**config.mk**
```make
export PLATFORM = sky130hd
export DESIGN_NAME = sha256_hash
export DESIGN_NICKNAME = d
export VERILOG_FILES = /design/src/hw/rtl/sha_pkg.sv /design/src/hw/rtl/sha_front.sv /design/src/hw/rtl/sha_round.sv /design/src/hw/rtl/sha_back.sv /design/src/hw/rtl/sha256_hash.sv
export SDC_FILE = /design/constraint.sdc
export NUM_CORES = 2
export LEC_CHECK = 0
export BUFFER_PORTS_ARGS = -buffer_cell sky130_fd_sc_hd__buf_2
export CAP_MARGIN = 20
export CORE_MARGIN = 3
export CORE_UTILIZATION = 25
export CTS_CLUSTER_SIZE = 8
export DETAILED_ROUTE_END_ITERATION = 16
export PLACE_DENSITY = 0.51
export SLEW_MARGIN = 15
export SYNTH_ARGS = -nofsm -noshare
export SYNTH_HDL_FRONTEND = slang
export SYNTH_HIERARCHICAL = 1
export SYNTH_SLANG_ARGS = --single-unit
export TNS_END_PERCENT = 30
```
**constraint.sdc**
```tcl
create_clock -name clk -period 12.6 [get_ports clk]
set_input_delay 1.26 -clock clk [delete_from_list [all_inputs] [get_ports clk]]
set_output_delay 1.26 -clock clk [all_outputs]
set_load 0.02 [all_outputs]
```
**src/hw/rtl/sha_pkg.sv**
```systemverilog
// ----------------------------------------------------------------------------
// SHA-256 package
// Shared types, round constants, initial hash values and round functions.
// ----------------------------------------------------------------------------
package sha_pkg;

	// one classified request held in the front queue
	typedef struct packed {
		logic [7:0] data;
		logic       present;
		logic       last;
	} req_t;

	// commands from the sequencer to the compression unit
	typedef struct packed {
		logic start;
		logic init;
	} core_cmd_t;

	typedef logic [15:0][31:0] block_t;
	typedef logic [7:0][31:0]  hash_t;

	localparam logic [31:0] ROUND_K [64] = '{
		32'h428A2F98, 32'h71374491, 32'hB5C0FBCF, 32'hE9B5DBA5,
		32'h3956C25B, 32'h59F111F1, 32'h923F82A4, 32'hAB1C5ED5,
		32'hD807AA98, 32'h12835B01, 32'h243185BE, 32'h550C7DC3,
		32'h72BE5D74, 32'h80DEB1FE, 32'h9BDC06A7, 32'hC19BF174,
		32'hE49B69C1, 32'hEFBE4786, 32'h0FC19DC6, 32'h240CA1CC,
		32'h2DE92C6F, 32'h4A7484AA, 32'h5CB0A9DC, 32'h76F988DA,
		32'h983E5152, 32'hA831C66D, 32'hB00327C8, 32'hBF597FC7,
		32'hC6E00BF3, 32'hD5A79147, 32'h06CA6351, 32'h14292967,
		32'h27B70A85, 32'h2E1B2138, 32'h4D2C6DFC, 32'h53380D13,
		32'h650A7354, 32'h766A0ABB, 32'h81C2C92E, 32'h92722C85,
		32'hA2BFE8A1, 32'hA81A664B, 32'hC24B8B70, 32'hC76C51A3,
		32'hD192E819, 32'hD6990624, 32'hF40E3585, 32'h106AA070,
		32'h19A4C116, 32'h1E376C08, 32'h2748774C, 32'h34B0BCB5,
		32'h391C0CB3, 32'h4ED8AA4A, 32'h5B9CCA4F, 32'h682E6FF3,
		32'h748F82EE, 32'h78A5636F, 32'h84C87814, 32'h8CC70208,
		32'h90BEFFFA, 32'hA4506CEB, 32'hBEF9A3F7, 32'hC67178F2
	};

	localparam logic [31:0] INIT_H [8] = '{
		32'h6A09E667, 32'hBB67AE85, 32'h3C6EF372, 32'hA54FF53A,
		32'h510E527F, 32'h9B05688C, 32'h1F83D9AB, 32'h5BE0CD19
	};

	localparam logic [7:0] PAD_BYTE = 8'h80;

	function automatic logic [31:0] rotr(input logic [31:0] x, input int n);
		rotr = (x >> n) | (x << (32 - n));
	endfunction

	function automatic logic [31:0] big_sigma0(input logic [31:0] x);
		big_sigma0 = rotr(x, 2) ^ rotr(x, 13) ^ rotr(x, 22);
	endfunction

	function automatic logic [31:0] big_sigma1(input logic [31:0] x);
		big_sigma1 = rotr(x, 6) ^ rotr(x, 11) ^ rotr(x, 25);
	endfunction

	function automatic logic [31:0] small_sigma0(input logic [31:0] x);
		small_sigma0 = rotr(x, 7) ^ rotr(x, 18) ^ (x >> 3);
	endfunction

	function automatic logic [31:0] small_sigma1(input logic [31:0] x);
		small_sigma1 = rotr(x, 17) ^ rotr(x, 19) ^ (x >> 10);
	endfunction

	function automatic logic [31:0] choose(input logic [31:0] e, input logic [31:0] f,
		input logic [31:0] g);
		choose = (e & f) ^ (~e & g);
	endfunction

	function automatic logic [31:0] majority(input logic [31:0] a, input logic [31:0] b,
		input logic [31:0] c);
		majority = (a & b) ^ (a & c) ^ (b & c);
	endfunction

endpackage

```
**src/hw/rtl/sha_front.sv**
```systemverilog
// ----------------------------------------------------------------------------
// SHA-256 front end
// Accepts input requests, drops idle ones and queues the rest for the back end.
// ----------------------------------------------------------------------------
module sha_front (
	input  logic              clk,
	input  logic              arst_n,
	input  logic              s_tvalid,
	output logic              s_tready,
	input  logic [7:0]        s_tdata,   // [7:0] data_byte
	input  logic              s_tuser,   // [0] byte_present
	input  logic              s_tlast,   // message_end
	output logic              q_valid,
	output sha_pkg::req_t     q_req,
	input  logic              q_pop
);

	sha_pkg::req_t  fifo_q [4];
	logic [1:0]     wr_ptr_q;
	logic [1:0]     rd_ptr_q;
	logic [2:0]     count_q;
	logic           push;
	logic           take;

	// accept while there is room; only requests that carry work enter the queue
	assign s_tready = (count_q != 3'd4);
	assign take     = s_tvalid & s_tready;
	assign push     = take & (s_tuser | s_tlast);
	assign q_valid  = (count_q != 3'd0);
	assign q_req    = fifo_q[rd_ptr_q];

	// store the entry
	always_ff @(posedge clk) begin
		if (push) begin
			fifo_q[wr_ptr_q] <= '{data: s_tdata, present: s_tuser, last: s_tlast};
		end
	end

	// advance pointers and fill level
	always_ff @(posedge clk or negedge arst_n) begin
		if (!arst_n) begin
			wr_ptr_q <= '0;
			rd_ptr_q <= '0;
			count_q  <= '0;
		end else begin
			if (push) wr_ptr_q <= wr_ptr_q + 2'd1;
			if (q_pop) rd_ptr_q <= rd_ptr_q + 2'd1;
			count_q <= count_q + {2'b00, push} - {2'b00, q_pop};
		end
	end

`ifndef SYNTHESIS
	a_no_pop_empty: assert property (@(posedge clk) disable iff (!arst_n)
		q_pop |-> q_valid) else $error("pop from empty request queue");
	a_count_bound: assert property (@(posedge clk) disable iff (!arst_n)
		count_q <= 3'd4) else $error("request queue overfilled");
	a_idle_dropped: assert property (@(posedge clk) disable iff (!arst_n)
		take && !s_tuser && !s_tlast |=> count_q <= $past(count_q))
		else $error("idle request entered the queue");
`endif

endmodule

```
**src/hw/rtl/sha_round.sv**
```systemverilog
// ----------------------------------------------------------------------------
// SHA-256 compression unit
// Holds the chaining words; runs 64 rounds, one per cycle, then a final add.
// ----------------------------------------------------------------------------
module sha_round (
	input  logic                clk,
	input  logic                arst_n,
	input  sha_pkg::core_cmd_t  cmd,
	input  sha_pkg::block_t     blk,
	output logic                busy,
	output sha_pkg::hash_t      hash
);

	logic [31:0]  h_q [8];
	logic [31:0]  v_q [8];
	logic [31:0]  w_q [16];
	logic [5:0]   round_q;
	logic         run_q;
	logic         fin_q;
	logic [31:0]  t1;
	logic [31:0]  t2;
	logic [31:0]  w_new;

	assign busy = run_q | fin_q;

	always_comb begin
		for (int i = 0; i < 8; i++) begin
			hash[i] = h_q[i];
		end
	end

	// round datapath
	always_comb begin
		t1 = v_q[7] + sha_pkg::big_sigma1(v_q[4]) + sha_pkg::choose(v_q[4], v_q[5], v_q[6])
			+ sha_pkg::ROUND_K[round_q] + w_q[0];
		t2 = sha_pkg::big_sigma0(v_q[0]) + sha_pkg::majority(v_q[0], v_q[1], v_q[2]);
		w_new = w_q[0] + sha_pkg::small_sigma0(w_q[1]) + w_q[9]
			+ sha_pkg::small_sigma1(w_q[14]);
	end

	// working variables and schedule window
	always_ff @(posedge clk) begin
		if (cmd.start) begin
			for (int i = 0; i < 8; i++) v_q[i] <= h_q[i];
			for (int i = 0; i < 16; i++) w_q[i] <= blk[i];
		end else if (run_q) begin
			v_q[0] <= t1 + t2;
			v_q[1] <= v_q[0];
			v_q[2] <= v_q[1];
			v_q[3] <= v_q[2];
			v_q[4] <= v_q[3] + t1;
			v_q[5] <= v_q[4];
			v_q[6] <= v_q[5];
			v_q[7] <= v_q[6];
			for (int i = 0; i < 15; i++) w_q[i] <= w_q[i + 1];
			w_q[15] <= w_new;
		end
	end

	// round control and chaining update
	always_ff @(posedge clk or negedge arst_n) begin
		if (!arst_n) begin
			for (int i = 0; i < 8; i++) h_q[i] <= sha_pkg::INIT_H[i];
			round_q <= '0;
			run_q   <= 1'b0;
			fin_q   <= 1'b0;
		end else begin
			if (cmd.start) begin
				run_q   <= 1'b1;
				round_q <= '0;
			end else if (run_q) begin
				round_q <= round_q + 6'd1;
				if (round_q == 6'd63) begin
					run_q <= 1'b0;
					fin_q <= 1'b1;
				end
			end
			if (fin_q) begin
				fin_q <= 1'b0;
				for (int i = 0; i < 8; i++) h_q[i] <= h_q[i] + v_q[i];
			end else if (cmd.init) begin
				for (int i = 0; i < 8; i++) h_q[i] <= sha_pkg::INIT_H[i];
			end
		end
	end

`ifndef SYNTHESIS
	a_start_idle: assert property (@(posedge clk) disable iff (!arst_n)
		cmd.start |-> !busy) else $error("compression started while busy");
	a_run_fin_excl: assert property (@(posedge clk) disable iff (!arst_n)
		!(run_q && fin_q)) else $error("round and final add overlap");
	a_fin_after_last: assert property (@(posedge clk) disable iff (!arst_n)
		$rose(fin_q) |-> $past(round_q) == 6'd63) else $error("final add out of order");
`endif

endmodule

```
**src/hw/rtl/sha_back.sv**
```systemverilog
// ----------------------------------------------------------------------------
// SHA-256 back end
// Builds blocks from queued bytes, pads the message, drives the compression
// unit and emits the digest words.
// ----------------------------------------------------------------------------
module sha_back (
	input  logic                clk,
	input  logic                arst_n,
	input  logic                q_valid,
	input  sha_pkg::req_t       q_req,
	output logic                q_pop,
	output sha_pkg::core_cmd_t  core_cmd,
	output sha_pkg::block_t     core_blk,
	input  logic                core_busy,
	input  sha_pkg::hash_t      core_hash,
	output logic                m_tvalid,
	input  logic                m_tready,
	output logic [39:0]         m_tdata,   // [31:0] digest_word, [34:32] word_number
	output logic                m_tlast    // final_word
);

	localparam logic [2:0] ST_IDLE = 3'd0;
	localparam logic [2:0] ST_PAD  = 3'd1;
	localparam logic [2:0] ST_PADC = 3'd2;
	localparam logic [2:0] ST_LEN  = 3'd3;
	localparam logic [2:0] ST_WAIT = 3'd4;
	localparam logic [2:0] ST_OUT  = 3'd5;

	logic [2:0]       state_q;
	logic [5:0]       cnt_q;
	logic [63:0]      bits_q;
	logic [2:0]       idx_q;
	sha_pkg::block_t  buf_q;
	sha_pkg::block_t  buf_wr;
	sha_pkg::block_t  buf_pad;
	sha_pkg::block_t  buf_len;
	logic             need_core;
	logic             wrap;
	logic             out_done;

	// a request that ends a block or the message needs the compression unit free
	assign wrap      = q_req.present & (cnt_q == 6'd63);
	assign need_core = q_req.last | wrap;
	assign q_pop     = (state_q == ST_IDLE) & q_valid & (~need_core | ~core_busy);
	assign out_done  = m_tvalid & m_tready & (idx_q == 3'd7);

	// buffer after the byte write, after padding, and with the length appended
	always_comb begin
		logic [5:0] p;
		buf_wr = buf_q;
		buf_wr[cnt_q[5:2]][{~cnt_q[1:0], 3'b000} +: 8] = q_req.data;
		buf_pad = buf_q;
		for (int w = 0; w < 16; w++) begin
			for (int b = 0; b < 4; b++) begin
				p = 6'(w * 4 + b);
				if (p == cnt_q) buf_pad[w][(3 - b) * 8 +: 8] = sha_pkg::PAD_BYTE;
				else if (p > cnt_q) buf_pad[w][(3 - b) * 8 +: 8] = 8'h00;
			end
		end
		buf_len = buf_q;
		buf_len[14] = bits_q[63:32];
		buf_len[15] = bits_q[31:0];
	end

	// compression requests
	always_comb begin
		core_cmd.start = 1'b0;
		core_cmd.init  = out_done;
		core_blk       = buf_wr;
		unique case (state_q)
			ST_IDLE: core_cmd.start = q_pop & wrap;
			ST_PADC: begin
				core_cmd.start = ~core_busy;
				core_blk       = buf_q;
			end
			ST_LEN: begin
				core_cmd.start = ~core_busy;
				core_blk       = buf_len;
			end
			default: core_cmd.start = 1'b0;
		endcase
	end

	// block buffer
	always_ff @(posedge clk) begin
		if (state_q == ST_IDLE && q_pop && q_req.present) begin
			buf_q <= buf_wr;
		end else if (state_q == ST_PAD) begin
			buf_q <= buf_pad;
		end else if (state_q == ST_PADC && !core_busy) begin
			buf_q <= '0;
		end
	end

	// sequencer
	always_ff @(posedge clk or negedge arst_n) begin
		if (!arst_n) begin
			state_q <= ST_IDLE;
			cnt_q   <= '0;
			bits_q  <= '0;
			idx_q   <= '0;
		end else begin
			unique case (state_q)
				ST_IDLE: begin
					if (q_pop) begin
						if (q_req.present) begin
							cnt_q  <= cnt_q + 6'd1;
							bits_q <= bits_q + 64'd8;
						end
						if (q_req.last) state_q <= ST_PAD;
					end
				end
				ST_PAD: begin
					state_q <= (cnt_q >= 6'd56) ? ST_PADC : ST_LEN;
				end
				ST_PADC: begin
					if (!core_busy) state_q <= ST_LEN;
				end
				ST_LEN: begin
					if (!core_busy) state_q <= ST_WAIT;
				end
				ST_WAIT: begin
					if (!core_busy) begin
						state_q <= ST_OUT;
						idx_q   <= '0;
					end
				end
				ST_OUT: begin
					if (m_tvalid && m_tready) begin
						idx_q <= idx_q + 3'd1;
						if (idx_q == 3'd7) begin
							state_q <= ST_IDLE;
							cnt_q   <= '0;
							bits_q  <= '0;
						end
					end
				end
				default: state_q <= ST_IDLE;
			endcase
		end
	end

	// digest words straight from the chaining registers
	assign m_tvalid = (state_q == ST_OUT);
	assign m_tdata  = {5'b00000, idx_q, core_hash[idx_q]};
	assign m_tlast  = (idx_q == 3'd7);

`ifndef SYNTHESIS
	a_bits_bytes: assert property (@(posedge clk) disable iff (!arst_n)
		bits_q[8:3] == cnt_q && bits_q[2:0] == 3'd0)
		else $error("bit length out of step with byte count");
	a_one_digest: assert property (@(posedge clk) disable iff (!arst_n)
		out_done |=> !m_tvalid) else $error("digest emitted past last word");
	a_no_pop_busy: assert property (@(posedge clk) disable iff (!arst_n)
		m_tvalid |-> !q_pop && !core_busy) else $error("digest shown while working");
	a_out_hold: assert property (@(posedge clk) disable iff (!arst_n)
		m_tvalid && !m_tready |=> m_tvalid && $stable(idx_q))
		else $error("digest word dropped under stall");
`endif

endmodule

```
**src/hw/rtl/sha256_hash.sv**
```systemverilog
// ----------------------------------------------------------------------------
// SHA-256 streaming hash
// Hashes a byte stream and returns the eight digest words of each message.
// ----------------------------------------------------------------------------
// Input channel (s_*): one request per handshake. s_tdata carries a byte,
// s_tuser says the byte belongs to the message, s_tlast closes the message
// (its byte, if flagged, is taken first). A request with neither flag is
// dropped. Requests pass through a four-entry queue, so the input keeps
// flowing while a block is compressed.
// Output channel (m_*): eight words per message, word 0 (most significant)
// first; m_tlast marks word 7. The words hold until taken, and a stall on the
// output holds the sequencer while the queue keeps filling.
// Throughput: one byte per cycle, except while a message is padded or its
// digest is output, or while a full block waits for the compression unit.
// Each 64-byte block runs 64 rounds and a final add, overlapped with intake
// of the next block. After the end request the block is padded (spilling
// into a second block if needed), the length block is compressed, and
// word 0 follows the final add, later if requests wait or a block is busy.
// Reset: chaining words go to the initial hash values, counts clear, the
// queue empties. After word 7 the block is ready for the next message.
// ----------------------------------------------------------------------------
module sha256_hash (
	input  logic         clk,
	input  logic         arst_n,
	input  logic         s_tvalid,
	output logic         s_tready,
	input  logic [7:0]   s_tdata,   // [7:0] data_byte
	input  logic         s_tuser,   // [0] byte_present
	input  logic         s_tlast,   // message_end
	output logic         m_tvalid,
	input  logic         m_tready,
	output logic [39:0]  m_tdata,   // [31:0] digest_word, [34:32] word_number
	output logic         m_tlast    // final_word
);

	logic                q_valid;
	logic                q_pop;
	sha_pkg::req_t       q_req;
	sha_pkg::core_cmd_t  core_cmd;
	sha_pkg::block_t     core_blk;
	sha_pkg::hash_t      core_hash;
	logic                core_busy;

	// accept and queue requests
	sha_front u_front (
		.clk      (clk),
		.arst_n   (arst_n),
		.s_tvalid (s_tvalid),
		.s_tready (s_tready),
		.s_tdata  (s_tdata),
		.s_tuser  (s_tuser),
		.s_tlast  (s_tlast),
		.q_valid  (q_valid),
		.q_req    (q_req),
		.q_pop    (q_pop)
	);

	// block assembly, padding and digest output
	sha_back u_back (
		.clk       (clk),
		.arst_n    (arst_n),
		.q_valid   (q_valid),
		.q_req     (q_req),
		.q_pop     (q_pop),
		.core_cmd  (core_cmd),
		.core_blk  (core_blk),
		.core_busy (core_busy),
		.core_hash (core_hash),
		.m_tvalid  (m_tvalid),
		.m_tready  (m_tready),
		.m_tdata   (m_tdata),
		.m_tlast   (m_tlast)
	);

	// compression rounds
	sha_round u_round (
		.clk    (clk),
		.arst_n (arst_n),
		.cmd    (core_cmd),
		.blk    (core_blk),
		.busy   (core_busy),
		.hash   (core_hash)
	);

endmodule
```
==> key figures <==
Run status
  – Run status: completed

Critical path
  – WP buf/inv: 6
  – Cell family with most CP delay: adder cells
  – Worst EP required: 13.14 ns
  – Worst Path Max Fanout: 24
  – Crit Path Class: flip-flop to flip-flop
  – R2r startpoint: u_round/round_q[1]
  – FF-to-FF End: u_round/v_q[0][29]
  – Arrival time worst endpoint: 9.94 ns
  – R2r setup slk: 3.20 ns
  – Crit-path slowest cell: ha_1
  – Crit. End Element: flip-flop
  – Worst Reg-to-Reg Cells: 37
  – Startpoint class of the critical path: flip-flop
  – Max stage delay on crit path: 0.62 ns

Cells and area
  – Most common cell after layout, fill and taps aside: nand2_1
  – Fraction of layout instances using a drive strength above 1: 0.0924
  – Nets: 12,100
  – Fillers: 45,500
  – FF/Latch Area: 0.0484 sq mm
  – Finished layout cell area: 0.120 sq mm
  – Commonest non-fill, non-tap cells in the layout: nand2_1, edfxtp_1, nor2_1
  – Area grow syn2layout: 11.7%
  – Footprint of the multi-input gates: 0.0553 sq mm

Synth
  – Synthesized area: 0.108 sq mm
  – Post-Synthesis Cells: 11,800
  – Flops & latches, synth: 1,664
  – Adder-cell share of the synthesized area: 0.0835
  – Ys async rst share: 0.207
  – Warnings from Yosys: 6
  – Post-synthesis mux area share: 0.0491
  – Yosys cell types: 111
  – Synth area leader: edfxtp_1
  – Top-area cell type share of the netlist area: 0.367
  – Post-synthesis simple-gate area fraction: 0.178
  – XOR/XNOR share of the synthesized area: 0.0478
  – Post-synthesis sequential area ratio: 0.449
  – Compound-cell area share of the yosys netlist: 0.152
  – Main combinational cell family by area after synthesis: simple AND/OR/NAND/NOR gates
  – Top post-synthesis cells by area: edfxtp_1, nand2_1, dfrtp_1
  – Average cell area after synthesis: 9.14 sq um
  – EDFF count, synth: 1,320
  – Top FF cell, synth: edfxtp_1

Flow run
  – Max Cap Violations: 0

CTS
  – CTS resizes: 0
  – CTS Hold Bufs: 0
  – CTS sink count: 1,664
  – CTS Buf Count: 236
  – Post-CTS Setup Inserts: 0
  – Worst-skew pair later-pin latency: 0.95 ns
  – Clk pin slew, worst setup/hold paths: 0.05 ns
  – Clk root buf: clkbuf_16
  – CTS H-tree lvls: 4
  – Max Root-Sink Buffers: 4
  – CTS tree: done

STA
  – Final Critical Period: 9.40 ns
  – Fin Setup TNS: 0 ns
  – Slew HR: 0.166
  – Worst Hold Slack: 0.387 ns
  – Worst slew pin tran: 1.25 ns
  – Unrepaired setup endpoints after global routing: false
  – Post-route setup slack: 3.20 ns
  – Final Max Tran Viols: 0
  – Final setup fails: 0
  – Max Fclk: 106 MHz
  – Final period util: 0.746
  – Fin Clk Skew: 0.138 ns
  – Hold Vio Cnt, Final: 0

GRT
  – First-pass GRT wire length: 581 mm
  – Vias in the first global route: 82,600
  – Largest net degree at the start of global routing: 197
  – Gr ovfl total: 0
  – Initial antenna violation count: 17
  – GRT Total Usage: 0.174

Route
  – Per-cell routed wire length: 23.0 microns
  – Starting DRT DRC Count: 9,849
  – Vias: 88,400
  – DRC: 0
  – Total wire length: 400 mm
  – Drt first pass iters: 6
  – Remaining antenna violation count: 0
  – Drt via density: 5.10

Hold path
  – Min-delay worst type: input pin to asynchronous set/reset pin

Floorplan
  – Core area: 0.429 sq mm
  – Starting Density: 0.252
  – Total I/O pin count: 57
  – Die outline area: 0.439 sq mm
  – Num rows: 240
  – Chip height: 663 microns
  – Die width: 663 microns

Place
  – GP Congestion: 0.916
  – DP HPWL: 278 mm
  – Area after DPL: 0.114 sq mm
  – Port bufs: 51
  – Pre-CTS WS: 3.30 ns
[cells by family (layout without fill, tap and decap cells)]
group | count (synthesis) | after routing
muxes | 392 | 392
buffers and inverters | 1128 | 969
xor gates and xnor gates | 589 | 589
adders and majority gates | 603 | 603
AOI/OAI and AO/OA | 2824 | 2824
other | 1 | 9
DFF | 1664 | 1664
and+or+nand+nor | 4607 | 4607
[registers in the layout, summed over array words and instances (netlist names)]
name / flops
u_round/round_q: 6
u_front/fifo_q: 40
u_back/buf_len: 448
u_round/v_q: 256
u_round/run_q: 1
u_round/fin_q: 1
u_back/buf_q: 64
u_front/count_q: 3
u_round/hash: 256
u_back/bits_q: 61
u_back/state_q: 3
u_back/cnt_q: 6
u_round/w_q: 512
u_front/rd_ptr_q: 2
u_back/idx_q: 3
u_front/wr_ptr_q: 2
[routing by layer]
layer  track usage  up-vias  routed length, microns
met2         0.265     3503                  173000
met1         0.252    43500                  181000
li1              -    40800                       -
met3        0.0225      598                   29500
met5             0        -                      30
met4        0.0615        4                   15900
[how the worst max path moves through the flow]
| stage | start | endpoint | slack, ns | depth (start not counted) |
|---|---|---|---|---|
| floorplan | u_round/fin_q | u_round/v_q[0][0] | 3.87 | 10 |
| global placement | u_round/round_q[1] | u_round/v_q[0][29] | 3.36 | 38 |
| detailed placement | u_round/round_q[1] | u_round/v_q[0][29] | 3.30 | 35 |
| CTS | u_round/round_q[1] | u_round/v_q[0][29] | 3.25 | 35 |
| global route | u_round/round_q[1] | u_round/v_q[0][29] | 2.59 | 38 |
| finish | u_round/round_q[1] | u_round/v_q[0][29] | 3.20 | 37 |
[Yosys cell counts, types with 20 or more instances]
master and n:
o21ai_0 958, o22ai_1 128, o21a_1 47, a211oi_1 34, xor2_1 217, mux2i_1 29, o21bai_1 42, dfrtp_1 208
or3_1 43, o21ai_1 20, ha_1 405, xnor2_1 372, mux2_2 282, mux4_2 79, nand2b_1 70, nor4_1 25
and3_1 39, nor2b_1 59, o31ai_1 36, clkbuf_1 616, fa_1 196, nand3_1 283, a21o_1 190, nor2_1 1127
nor3_1 115, dfstp_2 136, a21oi_1 1012, a31oi_1 79, inv_1 357, and2_1 77, buf_2 85, nand4_1 55
buf_1 53, edfxtp_1 1320, o211ai_1 33, nand2_1 2623
[final cells by class]
type	instances	area share
timing repair buffer	220	0.0134
clock buffer	377	0.0538
tap	5687	0.0591
clock inverter	10	0.00109
antenna	4	0.0000831
inverter	362	0.0113
multi-input combinational	9020	0.459
sequential	1664	0.402
[through the flow]
step                      cells  utilization
after floorplan           11800            -
after global placement    16900        0.266
after detailed placement  17000        0.266
after CTS                 17300        0.281
after global routing      17300        0.281
final                     17300        0.281
Power is left out: the tool's default activity adds up to more than one toggle a clock period on the data nets, which glitch-free logic cannot reach.
